$ cat src/hdl/lbpd_pkg.sv
// Package for the lamp and buzzer pattern driver: pattern and mode codes,
// channel state and configuration types, field widths.
// No dependencies.
package lbpd_pkg;

    localparam int NumChan   = 4;
    localparam int PatWidth  = 3;
    localparam int TickWidth = 8;
    localparam int ModeWidth = 3;
    localparam int CfgIdxW   = 2;
    localparam int CfgDataW  = 8;

    typedef logic [PatWidth-1:0]  pattern_t;
    typedef logic [TickWidth-1:0] ticks_t;
    typedef logic [ModeWidth-1:0] mode_t;

    localparam pattern_t PAT_OFF    = 3'd0;
    localparam pattern_t PAT_ON     = 3'd1;
    localparam pattern_t PAT_SHORT  = 3'd2;
    localparam pattern_t PAT_LONG   = 3'd3;
    localparam pattern_t PAT_SQUARE = 3'd4;

    localparam mode_t MODE_TICK   = 3'd0;
    localparam mode_t MODE_BUZZER = 3'd1;
    localparam mode_t MODE_RED    = 3'd2;
    localparam mode_t MODE_GREEN  = 3'd3;
    localparam mode_t MODE_WHITE  = 3'd4;

    localparam logic [CfgIdxW-1:0] CFG_SHORT_TICKS  = 2'd0;
    localparam logic [CfgIdxW-1:0] CFG_LONG_TICKS   = 2'd1;
    localparam logic [CfgIdxW-1:0] CFG_SQUARE_TICKS = 2'd2;
    localparam logic [CfgIdxW-1:0] CFG_SOUND_ENABLE = 2'd3;

    localparam ticks_t SHORT_TICKS_RESET  = 8'd5;
    localparam ticks_t LONG_TICKS_RESET   = 8'd25;
    localparam ticks_t SQUARE_TICKS_RESET = 8'd10;

    typedef struct packed {
        ticks_t short_ticks;
        ticks_t long_ticks;
        ticks_t square_ticks;
        logic   sound_enable;
    } cfg_t;

    typedef struct packed {
        pattern_t pattern;
        ticks_t   timer;
        logic     status;
    } chan_state_t;

    typedef struct packed {
        logic     tick;
        logic     set;
        pattern_t pattern;
    } chan_cmd_t;

endpackage

$ cat src/hdl/lbpd_channel.sv
// Next-state logic of one output channel (buzzer or lamp) for a tick or a
// pattern write. Depends on lbpd_pkg.
module lbpd_channel (
    input  lbpd_pkg::cfg_t        cfg,
    input  lbpd_pkg::chan_state_t cur,
    input  lbpd_pkg::chan_cmd_t   cmd,
    input  logic                  is_buzzer,
    output lbpd_pkg::chan_state_t nxt
);
    import lbpd_pkg::*;

    ticks_t timer_dec;
    ticks_t on_len;
    ticks_t off_len;

    assign timer_dec = cur.timer - 8'd1;

    always_comb
    begin
        if (cur.pattern == PAT_LONG)
        begin
            on_len  = cfg.long_ticks;
            off_len = cfg.short_ticks;
        end
        else
        begin
            on_len  = cfg.short_ticks;
            off_len = cfg.long_ticks;
        end
    end

    always_comb
    begin
        nxt = cur;
        if (cmd.set)
        begin
            nxt.pattern = cmd.pattern;
            case (cmd.pattern)
                PAT_SHORT:
                begin
                    nxt.timer  = cfg.short_ticks;
                    nxt.status = 1'b1;
                end
                PAT_LONG:
                begin
                    nxt.timer  = cfg.long_ticks;
                    nxt.status = 1'b1;
                end
                PAT_SQUARE:
                begin
                    nxt.timer  = cfg.square_ticks;
                    nxt.status = 1'b1;
                end
                PAT_ON:
                begin
                    if (is_buzzer)
                    begin
                        nxt.timer  = '0;
                        nxt.status = 1'b0;
                    end
                    else
                    begin
                        nxt.status = 1'b1;
                    end
                end
                default:
                begin
                    if (is_buzzer)
                    begin
                        nxt.timer = '0;
                    end
                    nxt.status = 1'b0;
                end
            endcase
        end
        else if (cmd.tick)
        begin
            case (cur.pattern) inside
                PAT_SHORT, PAT_LONG:
                begin
                    if (is_buzzer)
                    begin
                        // A beep runs once and then switches the channel off.
                        nxt.status = 1'b0;
                        if (cur.timer != '0)
                        begin
                            nxt.timer = timer_dec;
                            if (timer_dec != '0)
                            begin
                                nxt.status = 1'b1;
                            end
                            else
                            begin
                                nxt.pattern = PAT_OFF;
                            end
                        end
                    end
                    else if (cur.timer != '0)
                    begin
                        nxt.timer = timer_dec;
                        if (timer_dec == '0)
                        begin
                            nxt.status = ~cur.status;
                            nxt.timer  = cur.status ? off_len : on_len;
                        end
                    end
                end
                PAT_SQUARE:
                begin
                    if (cur.timer != '0)
                    begin
                        nxt.timer = timer_dec;
                        if (timer_dec == '0)
                        begin
                            nxt.status = ~cur.status;
                            nxt.timer  = cfg.square_ticks;
                        end
                    end
                end
                PAT_ON:
                begin
                    if (is_buzzer)
                    begin
                        nxt.status  = 1'b0;
                        nxt.pattern = PAT_OFF;
                    end
                    else
                    begin
                        nxt.status = 1'b1;
                    end
                end
                default:
                begin
                    nxt.status  = 1'b0;
                    nxt.pattern = PAT_OFF;
                end
            endcase
        end
    end

endmodule

$ cat src/hdl/lamp_buzzer_pattern_driver.sv
// Top level of the lamp and buzzer pattern driver; depends on lbpd_pkg and lbpd_channel.
// A word accepted on the input is held in the input register, and its result is
// registered in the result register that drives m_tdata. Throughput: one word per
// cycle while m_tready is high, both sides may stream without gaps; the input
// register and the result register are each refilled in the cycle they drain.
// Reset (rst_n, asynchronous, active low) turns all channels off, clears timers
// and the buzzer pin, and loads the tick registers with 5, 25 and 10.
module lamp_buzzer_pattern_driver (
    input  logic                           clk,
    input  logic                           rst_n,
    input  logic                           cfg_we,
    input  logic [lbpd_pkg::CfgIdxW-1:0]   cfg_index,
    input  logic [lbpd_pkg::CfgDataW-1:0]  cfg_data,
    input  logic                           s_tvalid,
    output logic                           s_tready,
    input  logic [7:0]                     s_tdata,  // [2:0] pattern, [7:3] zero
    input  logic [2:0]                     s_tuser,  // [2:0] mode
    output logic                           m_tvalid,
    input  logic                           m_tready,
    // [0] buzzer_out, [1] red_out, [2] green_out, [3] white_out, [7:4] zero
    output logic [7:0]                     m_tdata
);
    import lbpd_pkg::*;

    cfg_t        cfg_reg;
    logic        in_valid_reg;
    mode_t       in_mode_reg;
    pattern_t    in_pattern_reg;
    chan_state_t chan_reg  [NumChan];
    chan_state_t chan_next [NumChan];
    chan_cmd_t   chan_cmd  [NumChan];
    logic        buzzer_pin_reg;
    logic        buzzer_pin_next;
    logic        out_valid_reg;
    logic [3:0]  out_data_reg;
    logic        advance;

    assign advance  = in_valid_reg && (!out_valid_reg || m_tready);
    assign s_tready = !in_valid_reg || advance;

    always_ff @(posedge clk or negedge rst_n)
    begin
        if (!rst_n)
        begin
            cfg_reg.short_ticks  <= SHORT_TICKS_RESET;
            cfg_reg.long_ticks   <= LONG_TICKS_RESET;
            cfg_reg.square_ticks <= SQUARE_TICKS_RESET;
            cfg_reg.sound_enable <= 1'b1;
        end
        else if (cfg_we)
        begin
            unique case (cfg_index)
                CFG_SHORT_TICKS:  cfg_reg.short_ticks  <= cfg_data;
                CFG_LONG_TICKS:   cfg_reg.long_ticks   <= cfg_data;
                CFG_SQUARE_TICKS: cfg_reg.square_ticks <= cfg_data;
                CFG_SOUND_ENABLE: cfg_reg.sound_enable <= cfg_data[0];
                default:          cfg_reg <= cfg_reg;
            endcase
        end
    end

    always_ff @(posedge clk or negedge rst_n)
    begin
        if (!rst_n)
        begin
            in_valid_reg <= 1'b0;
        end
        else if (s_tready)
        begin
            in_valid_reg <= s_tvalid;
        end
    end

    always_ff @(posedge clk)
    begin
        if (s_tready && s_tvalid)
        begin
            in_mode_reg    <= s_tuser;
            in_pattern_reg <= s_tdata[PatWidth-1:0];
        end
    end

    genvar g;
    generate
        for (g = 0; g < NumChan; g++)
        begin : g_chan
            assign chan_cmd[g].tick    = (in_mode_reg == MODE_TICK);
            assign chan_cmd[g].set     = (in_mode_reg == mode_t'(g + 1));
            assign chan_cmd[g].pattern = in_pattern_reg;

            lbpd_channel u_channel (
                .cfg       (cfg_reg),
                .cur       (chan_reg[g]),
                .cmd       (chan_cmd[g]),
                .is_buzzer ((g == 0) ? 1'b1 : 1'b0),
                .nxt       (chan_next[g])
            );

            always_ff @(posedge clk or negedge rst_n)
            begin
                if (!rst_n)
                begin
                    chan_reg[g] <= '{pattern: PAT_OFF, timer: '0, status: 1'b0};
                end
                else if (advance)
                begin
                    chan_reg[g] <= chan_next[g];
                end
            end
        end
    endgenerate

    always_comb
    begin
        buzzer_pin_next = buzzer_pin_reg;
        if (cfg_reg.sound_enable && (chan_cmd[0].tick || chan_cmd[0].set))
        begin
            buzzer_pin_next = chan_next[0].status;
        end
    end

    always_ff @(posedge clk or negedge rst_n)
    begin
        if (!rst_n)
        begin
            buzzer_pin_reg <= 1'b0;
            out_valid_reg  <= 1'b0;
        end
        else
        begin
            if (advance)
            begin
                buzzer_pin_reg <= buzzer_pin_next;
                out_valid_reg  <= 1'b1;
            end
            else if (m_tready)
            begin
                out_valid_reg <= 1'b0;
            end
        end
    end

    always_ff @(posedge clk)
    begin
        if (advance)
        begin
            out_data_reg <= {chan_next[3].status, chan_next[2].status,
                             chan_next[1].status, buzzer_pin_next};
        end
    end

    assign m_tvalid = out_valid_reg;
    assign m_tdata  = {4'b0000, out_data_reg};

endmodule
$ cat config.mk
export PLATFORM = sky130hd
export DESIGN_NAME = lamp_buzzer_pattern_driver
export DESIGN_NICKNAME = d
export VERILOG_FILES = /design/src/hdl/lbpd_pkg.sv /design/src/hdl/lbpd_channel.sv /design/src/hdl/lamp_buzzer_pattern_driver.sv
export SDC_FILE = /design/constraint.sdc
export NUM_CORES = 1
export LEC_CHECK = 0
export BUFFER_PORTS_ARGS = -buffer_cell sky130_fd_sc_hd__buf_2
export CAP_MARGIN = 5
export CORE_MARGIN = 2
export CORE_UTILIZATION = 32
export CTS_CLUSTER_DIAMETER = 40
export DETAILED_ROUTE_END_ITERATION = 16
export PLACE_DENSITY_LB_ADDON = 0.08
export SYNTH_ARGS = -nofsm -noshare
export SYNTH_HDL_FRONTEND = slang
export SYNTH_SLANG_ARGS = --single-unit
$ cat constraint.sdc
create_clock -name clk -period 2.6 [get_ports clk]
set_clock_uncertainty 0.2 [all_clocks]
set_input_delay 0.39 -clock clk [delete_from_list [all_inputs] [get_ports clk]]
set_output_delay 0.39 -clock clk [all_outputs]
set_load 0.02 [all_outputs]
==> results of run 1 <==
logic make-up (layout without fill, tap and decap cells):
kind of cell,Yosys count,after routing,synth area share (%)
AOI/OAI and AO/OA,176,176,20.9
xor gates and xnor gates,20,20,3.41
adders and majority gates,11,11,2.37
buffers and inverters,48,136,3.75
DFF,86,86,38.1
muxes,63,63,11.4
other,1,4,0.0646
and+or+nand+nor,219,219,20.0
cell usage in the layout (no fill, tap or decap), types with 4 or more instances in the layout:
cell type | Yosys | layout
inv_1 | 15 | 13
nand3b_1 | 6 | 6
clkbuf_16 | 0 | 10
o32a_1 | 4 | 4
o22ai_1 | 8 | 8
buf_2 | 6 | 25
a31oi_1 | 4 | 4
o22a_1 | 6 | 6
a22o_1 | 7 | 7
nor2_1 | 58 | 57
a211oi_1 | 5 | 5
nand2b_1 | 17 | 17
dfstp_2 | 8 | 8
o221ai_1 | 7 | 7
o21ai_0 | 32 | 30
o31ai_1 | 8 | 8
dlygate4sd3_1 | 0 | 6
dfrtp_1 | 68 | 66
edfxtp_1 | 10 | 10
nand3_1 | 5 | 5
xnor2_1 | 12 | 12
o21ai_1 | 3 | 4
or3b_2 | 4 | 4
mux2i_1 | 37 | 36
a21oi_1 | 46 | 46
nor2b_1 | 7 | 6
nor3b_1 | 5 | 4
conb_1 | 1 | 4
nand2_1 | 60 | 60
or3_1 | 4 | 4
ha_1 | 11 | 10
xor2_1 | 5 | 5
mux2_2 | 26 | 26
and2_1 | 4 | 4
buf_4 | 6 | 69
nor3_1 | 20 | 18
worst register-to-register path, stage by stage (launching register included):
cell and delay [ns]:
dfrtp_1 0.39, inv_2 0.08, ha_2 0.15, or4b_4 0.46, o41ai_4 0.31, buf_6 0.18
buf_4 0.13, a21oi_1 0.05, a2111oi_2 0.32, nor3_1 0.10
worst paths after layout:
check                      slack (ns)              to    startpoint  cells past startpoint
max                              0.09    chan_reg[27]  chan_reg[25]                      9
min in group asynchronous        0.37     chan_reg[0]         rst_n                      2
min reg2reg                      0.29        m_tvalid  in_valid_reg                      1
min                             0.009  in_mode_reg[2]    s_tuser[2]                      1
max reg2reg                      0.09    chan_reg[27]  chan_reg[25]                      9
max in group asynchronous        1.20    chan_reg[13]         rst_n                      3
timing repair:
item                                    in CTS  in global routing
gates resized for setup                      3                 25
setup buffers                                0                  5
gates cloned                                 0                  1
endpoints found under the hold margin       32                  0
hold buffers                                 6                  0
endpoints found under the setup margin       4                 22
pin swaps                                    0                  5
area by class of cell:
| cell class | instances | area, um^2 |
|---|---|---|
| clock inverters | 7 | 66.3 |
| multi-input cells | 493 | 3480 |
| flip-flops and latches | 86 | 2210 |
| inverters | 16 | 60.1 |
| repair buffers | 104 | 779 |
| fillers | 1787 | 10800 |
| well taps | 229 | 287 |
| clock buffers | 9 | 225 |
power by group through the flow:
| stage | combinational, mW | clock [mW] | sequential [mW] |
|---|---|---|---|
| floorplan | 2.03 | 0 | 1.99 |
| global placement | 2.78 | 0 | 2.14 |
| detailed placement | 2.80 | 0 | 2.15 |
| CTS | 2.83 | 1.33 | 2.12 |
| global route | 3.28 | 1.39 | 2.20 |
| finish | 2.96 | 1.30 | 2.15 |
through the flow:
stage | cell area (um^2) | hold slack (ns)
after global placement | 6600 | 0.218
after detailed placement | 6600 | 0.221
final | 7120 | 0.00917
after global routing | 7120 | 0.00159
after CTS | 6960 | 0.00266
after floorplan | 5820 | -0.106
metal layers:
| layer | vias to the layer above | routed length, um |
|---|---|---|
| met3 | 26 | 769 |
| li1 | 2489 | - |
| met4 | 0 | 381 |
| met5 | - | 0 |
| met2 | 132 | 8840 |
| met1 | 2600 | 9150 |
==> key figures, run 1 <==
Detailed routing
  – Detailed Route Iter0 Violations: 336
  – Via count: around 5200
  – DR pass1 iterations: 5
  – Routed wire length per instance: 20.3 um
  – DRC viols: 0
  – Final WL: 19.1 mm
  – Vias per inst: 5.56
  – Post-DRT Antenna Nets: 0

CTS
  – Root Buffer Master: clkbuf_16
  – H-tree depth: 3
  – CTS tree: done
  – Clk_lat worst skew: 0.36 ns
  – Clock transition at path regs: 0.07 ns
  – Num CTS Buffers: 9
  – Sink Count: 86
  – Maximum clock path buffer count: 2

Floorplan
  – IO Pins: 36
  – Floorplan row count: 49
  – Initial Utilization: 32.4%
  – Die height: 139 um
  – Die width: 139 um
  – Core area: 17900 um^2
  – Die area: a little under 20000 um^2

Logic synthesis
  – Most frequent cells after synthesis: 68 x dfrtp_1, 60 x nand2_1, 58 x nor2_1
  – Mean Syn Cell Area: 9.30 um^2
  – Synth area leader: dfrtp_1
  – Yosys top cell area share: 29.3%
  – Cell area after technology mapping: 5810 um^2
  – Mapped Cells: 624
  – Prevailing post-synth register cell: dfrtp_1
  – Flops & latches, synth: 86
  – Yosys cell types: 80
  – Synth warn: 0
  – Count leader, synth: dfrtp_1
  – Asr flop ratio synth: about 88%
  – Synth top area cells: dfrtp_1 29%, mux2i_1 6.4%, edfxtp_1 5.2%
  – Post-synth EDFFs: 10
  – Post-synthesis sequential area ratio: 38.1%

STA
  – Rel. slew slack: a little under half
  – Final period util: a little under 100%
  – # setup viols final: 0
  – Fin. max-slew vios: 0
  – Max Fclk: 398 MHz
  – Final setup TNS: 0 ns
  – Actual slew at the worst max-slew pin: 0.791 ns
  – Min Tclk post-route: between 2 and 3 ns
  – Fin worst setup slack: roughly 0.087 ns
  – Fin. Hold Viols: 0

Finish
  – Post-layout util: 39.7%
  – Syn-to-layout area delta: 22.6%
  – Largest register FFs: 48
  – Fin cells: roughly 940
  – Antenna Cells: 0
  – Layout net count: 747
  – Share of cells above drive strength 1: a little over a quarter

GRT
  – Top Usage Layer GRT: met2
  – Global-route wire length before repair: 30.1 mm
  – Total gr overflow: 0
  – GRT Total Usage: 20.2%
  – Vias in the first global route: about 5100
  – GR Layer Usage met1: around 28%
  – Met3 GRT Util: 3.14%
  – Largest net degree at the start of global routing: 40
  – Grt met2 use: 32.2%
  – Antenna violations before repair: 0

Worst setup path
  – Worst path arrival time: roughly 2.5 ns
  – Crit-path leading delay family: compound AO/OA/AOI/OAI gates
  – Nature of the critical path endpoint: register
  – Cells along the critical path: inv_2, ha_2, or4b_4, o41ai_4, buf_6, buf_4, a21oi_1, a2111oi_2, nor3_1
  – Crit path largest cell delay: 0.46 ns
  – WP buf/inv: 3
  – Max stage delay cell, worst path: or4b_4
  – Crit Path Max Fanout: 6
  – Required time worst endpoint: 2.63 ns
  – CP Launch Type: register
  – Kind of critical path: register to register

Placement
  – Port Buffer Count: 26
  – Hpwl dp: 14.3 mm
  – Placed cell count: about 920
  – Dpl ws: -0.00227 ns
  – GP Congestion: 0.857

Pwr
  – Flop pwr share: 33.5%
  – Switching power: roughly 2.6 mW
  – Switching Share: 41.2%
  – Combinational Power Share: a little under half
  – Cell Int Power: 3.77 mW
  – Power Total: 6.41 mW
  – Clock share of power: between 20% and 30%
  – Worst vdd ir: 361 uV
  – Pwr dens: 901 nW/um^2
  – P_leak: 2.97 nW

Outcome
  – Status: finished, final reports clean

Hold path
  – Hold/Removal Path Class: input pin to register

Run
  – Max Cap Viol: 0
(Power assumes the default switching activity.)
==> run 2, diff against run 1 <==
==> constraint.sdc (replaced) <==
create_clock -name clk -period 2.6 [get_ports clk]
set_clock_uncertainty 0.2 [all_clocks]
set_input_delay 0.39 -clock clk [delete_from_list [all_inputs] [get_ports clk]]
set_output_delay 0.39 -clock clk [all_outputs]
set_load 0.1 [all_outputs]
==> run 2 against run 1 <==
Worst setup slack worse by 0.020 ns. Final cell count down 0.85%. Wire length down 4.7%. Count of clock-buffer cells in the layout up 1. Sequential share of layout area up 0.45 points. Sequential power down 2%. Worst hold slack better by 0.0046 ns. Critical path depth up 2. Die area unchanged. Fmax down 0.81%. Clock power about the same. Via count down 3.3%. Highest routed layer unchanged.
==> key figures, run 2 (synthesized netlist as in run 1, its figures left out) <==
GRT
  – Global-route wire length before repair: 28.8 mm
  – Antenna violations before repair: 0
  – Largest net degree at the start of global routing: 58
  – Total gr overflow: 0
  – Vias in the first global route: 5014
  – GRT Total Usage: 19.2%

Outcome
  – Status: finished, final reports clean

Detailed routing
  – DR pass1 iterations: 5
  – DRC viols: 0
  – Routed wire length per instance: about 20 um
  – Final WL: roughly 18 mm
  – Vias per inst: 5.42
  – Post-DRT Antenna Nets: 0
  – Detailed Route Iter0 Violations: 325
  – Via count: 5076

Worst setup path
  – Worst reg2reg path depth: 11
  – WP buf/inv: 4
  – Required time worst endpoint: 2.62 ns
  – Max stage delay cell, worst path: or4b_4
  – Kind of critical path: register to register
  – Worst path arrival time: 2.55 ns
  – R2r setup slk: 0.07 ns
  – Nature of the critical path endpoint: register
  – Crit Path Max Fanout: 7
  – Cells along the critical path: inv_2, ha_1, or4b_4, o41ai_4, buf_4, nor3_1, a21oi_2, buf_4, buf_12, nor2b_2, nor3_1
  – Crit-path leading delay family: simple AND/OR/NAND/NOR gates
  – FF-to-FF Start: chan_reg[26]
  – Crit path largest cell delay: around 0.47 ns
  – CP Launch Type: register
  – RR Endpoint: chan_reg[29]

Hold path
  – Hold/Removal Path Class: input pin to register
  – Hold path depth: 1
  – Hold path startpoint: s_tdata[0]
  – Worst hold path endpoint: in_pattern_reg[0]

Placement
  – Dpl ws: approximately 0.017 ns
  – Hpwl dp: 13.7 mm
  – Placed cell count: 909
  – GP Congestion: 0.834
  – Port Buffer Count: 26

Floorplan
  – Floorplan row count: 49
  – IO Pins: 36
  – Core area: 17900 um^2
  – Die height: 139 um
  – Initial Utilization: 32.4%
  – Die area: between 15000 and 20000 um^2
  – Die width: approximately 140 um

Finish
  – Commonest non-fill, non-tap cell in the layout: dfrtp_1
  – Fin cells: 936
  – Antenna Cells: 0
  – Syn-to-layout area delta: 20.8%
  – Layout net count: around 740
  – Largest register FFs: 48
  – Share of cells above drive strength 1: 26.0%
  – Leading cell types in the layout, fill and taps excluded: 66 x dfrtp_1, 65 x buf_4, 60 x nand2_1, 58 x nor2_1, 46 x a21oi_1

CTS
  – CTS tree: done
  – Clock transition at path regs: about 0.07 ns
  – Maximum clock path buffer count: 2
  – H-tree depth: 3
  – Root Buffer Master: clkbuf_16
  – Num CTS Buffers: 9
  – Sink Count: between 80 and 90
  – Clk_lat worst skew: 0.35 ns

STA
  – # setup viols final: 0
  – Rel. slew slack: 60.1%
  – Fin. Hold Viols: 0
  – Final period util: a little over nine tenths
  – Fin worst setup slack: 0.0664 ns
  – Max Fclk: slightly below 400 MHz
  – Worst hold margin: ~0.014 ns
  – Fin. max-slew vios: 0
  – Final setup TNS: 0 ns
  – Min Tclk post-route: approximately 2.5 ns
  – Actual slew at the worst max-slew pin: 0.597 ns

Pwr
  – Flop pwr share: between 30% and 40%
  – Clock share of power: ~20%
  – Switching Share: between 40% and 50%
  – Combinational Power Share: 47.4%
  – P_leak: 2.91 nW
  – Worst vdd ir: 344 uV
  – Cell Int Power: 3.80 mW
  – Pwr dens: 930 nW/um^2
  – Switching power: 2.72 mW

Run
  – Max Cap Viol: 0
[run 2: through the flow]
stage	power (mW)	cell area, um^2	util, %
3_3_place_gp	5.07	6560	36.6
5_1_grt	6.95	7010	39.2
3_5_place_dp	5.10	6560	36.6
6_report	6.52	7010	39.2
2_1_floorplan	4.13	5820	-
4_1_cts	6.46	6890	38.5
[run 2: power groups by stage]
stage / sequential (mW) / clock, mW / combinational [mW]
after floorplan: 2.07 / 0 / 2.06
after global routing: 2.16 / 1.41 / 3.38
after global placement: 2.11 / 0 / 2.96
final: 2.10 / 1.33 / 3.09
after detailed placement: 2.12 / 0 / 2.98
after CTS: 2.10 / 1.35 / 3.01
[run 2: layer usage]
metal / part of all wire, % / global-route usage, %
met4: 1.5 / 5.79
met2: 47 / 31.8
met1: 47 / 25.8
met5: 0 / 0
met3: 4.1 / 3.21
[run 2: layout make-up]
class | instances | area (um^2)
Timing Repair Buffer | 96 | 718
Tap cell | 229 | 287
Fill cell | 1849 | 10900
Sequential cell | 86 | 2210
Inverter | 16 | 60.1
Clock buffer | 10 | 250
Clock inverter | 6 | 51.3
Multi-Input combinational cell | 493 | 3430
[run 2: worst max path at each step]
stage	start	endpoint	slack [ns]	depth (start not counted)
2_1_floorplan	m_tvalid	in_mode_reg[0]	0.004	2
5_1_grt	chan_reg[26]	chan_reg[29]	-0.02	11
6_report	chan_reg[26]	chan_reg[29]	0.07	11
3_3_place_gp	chan_reg[26]	chan_reg[27]	0.05	8
4_1_cts	chan_reg[26]	chan_reg[27]	0.04	8
3_5_place_dp	chan_reg[26]	chan_reg[24]	0.02	8
[run 2: what timing repair did]
action	CTS	global route
setup endpoints to repair	1	15
endpoints found under the hold margin	20	0
resized for setup	1	12
cloned	0	1
hold buffers	2	0
pin swaps	0	7
buffers inserted	0	8
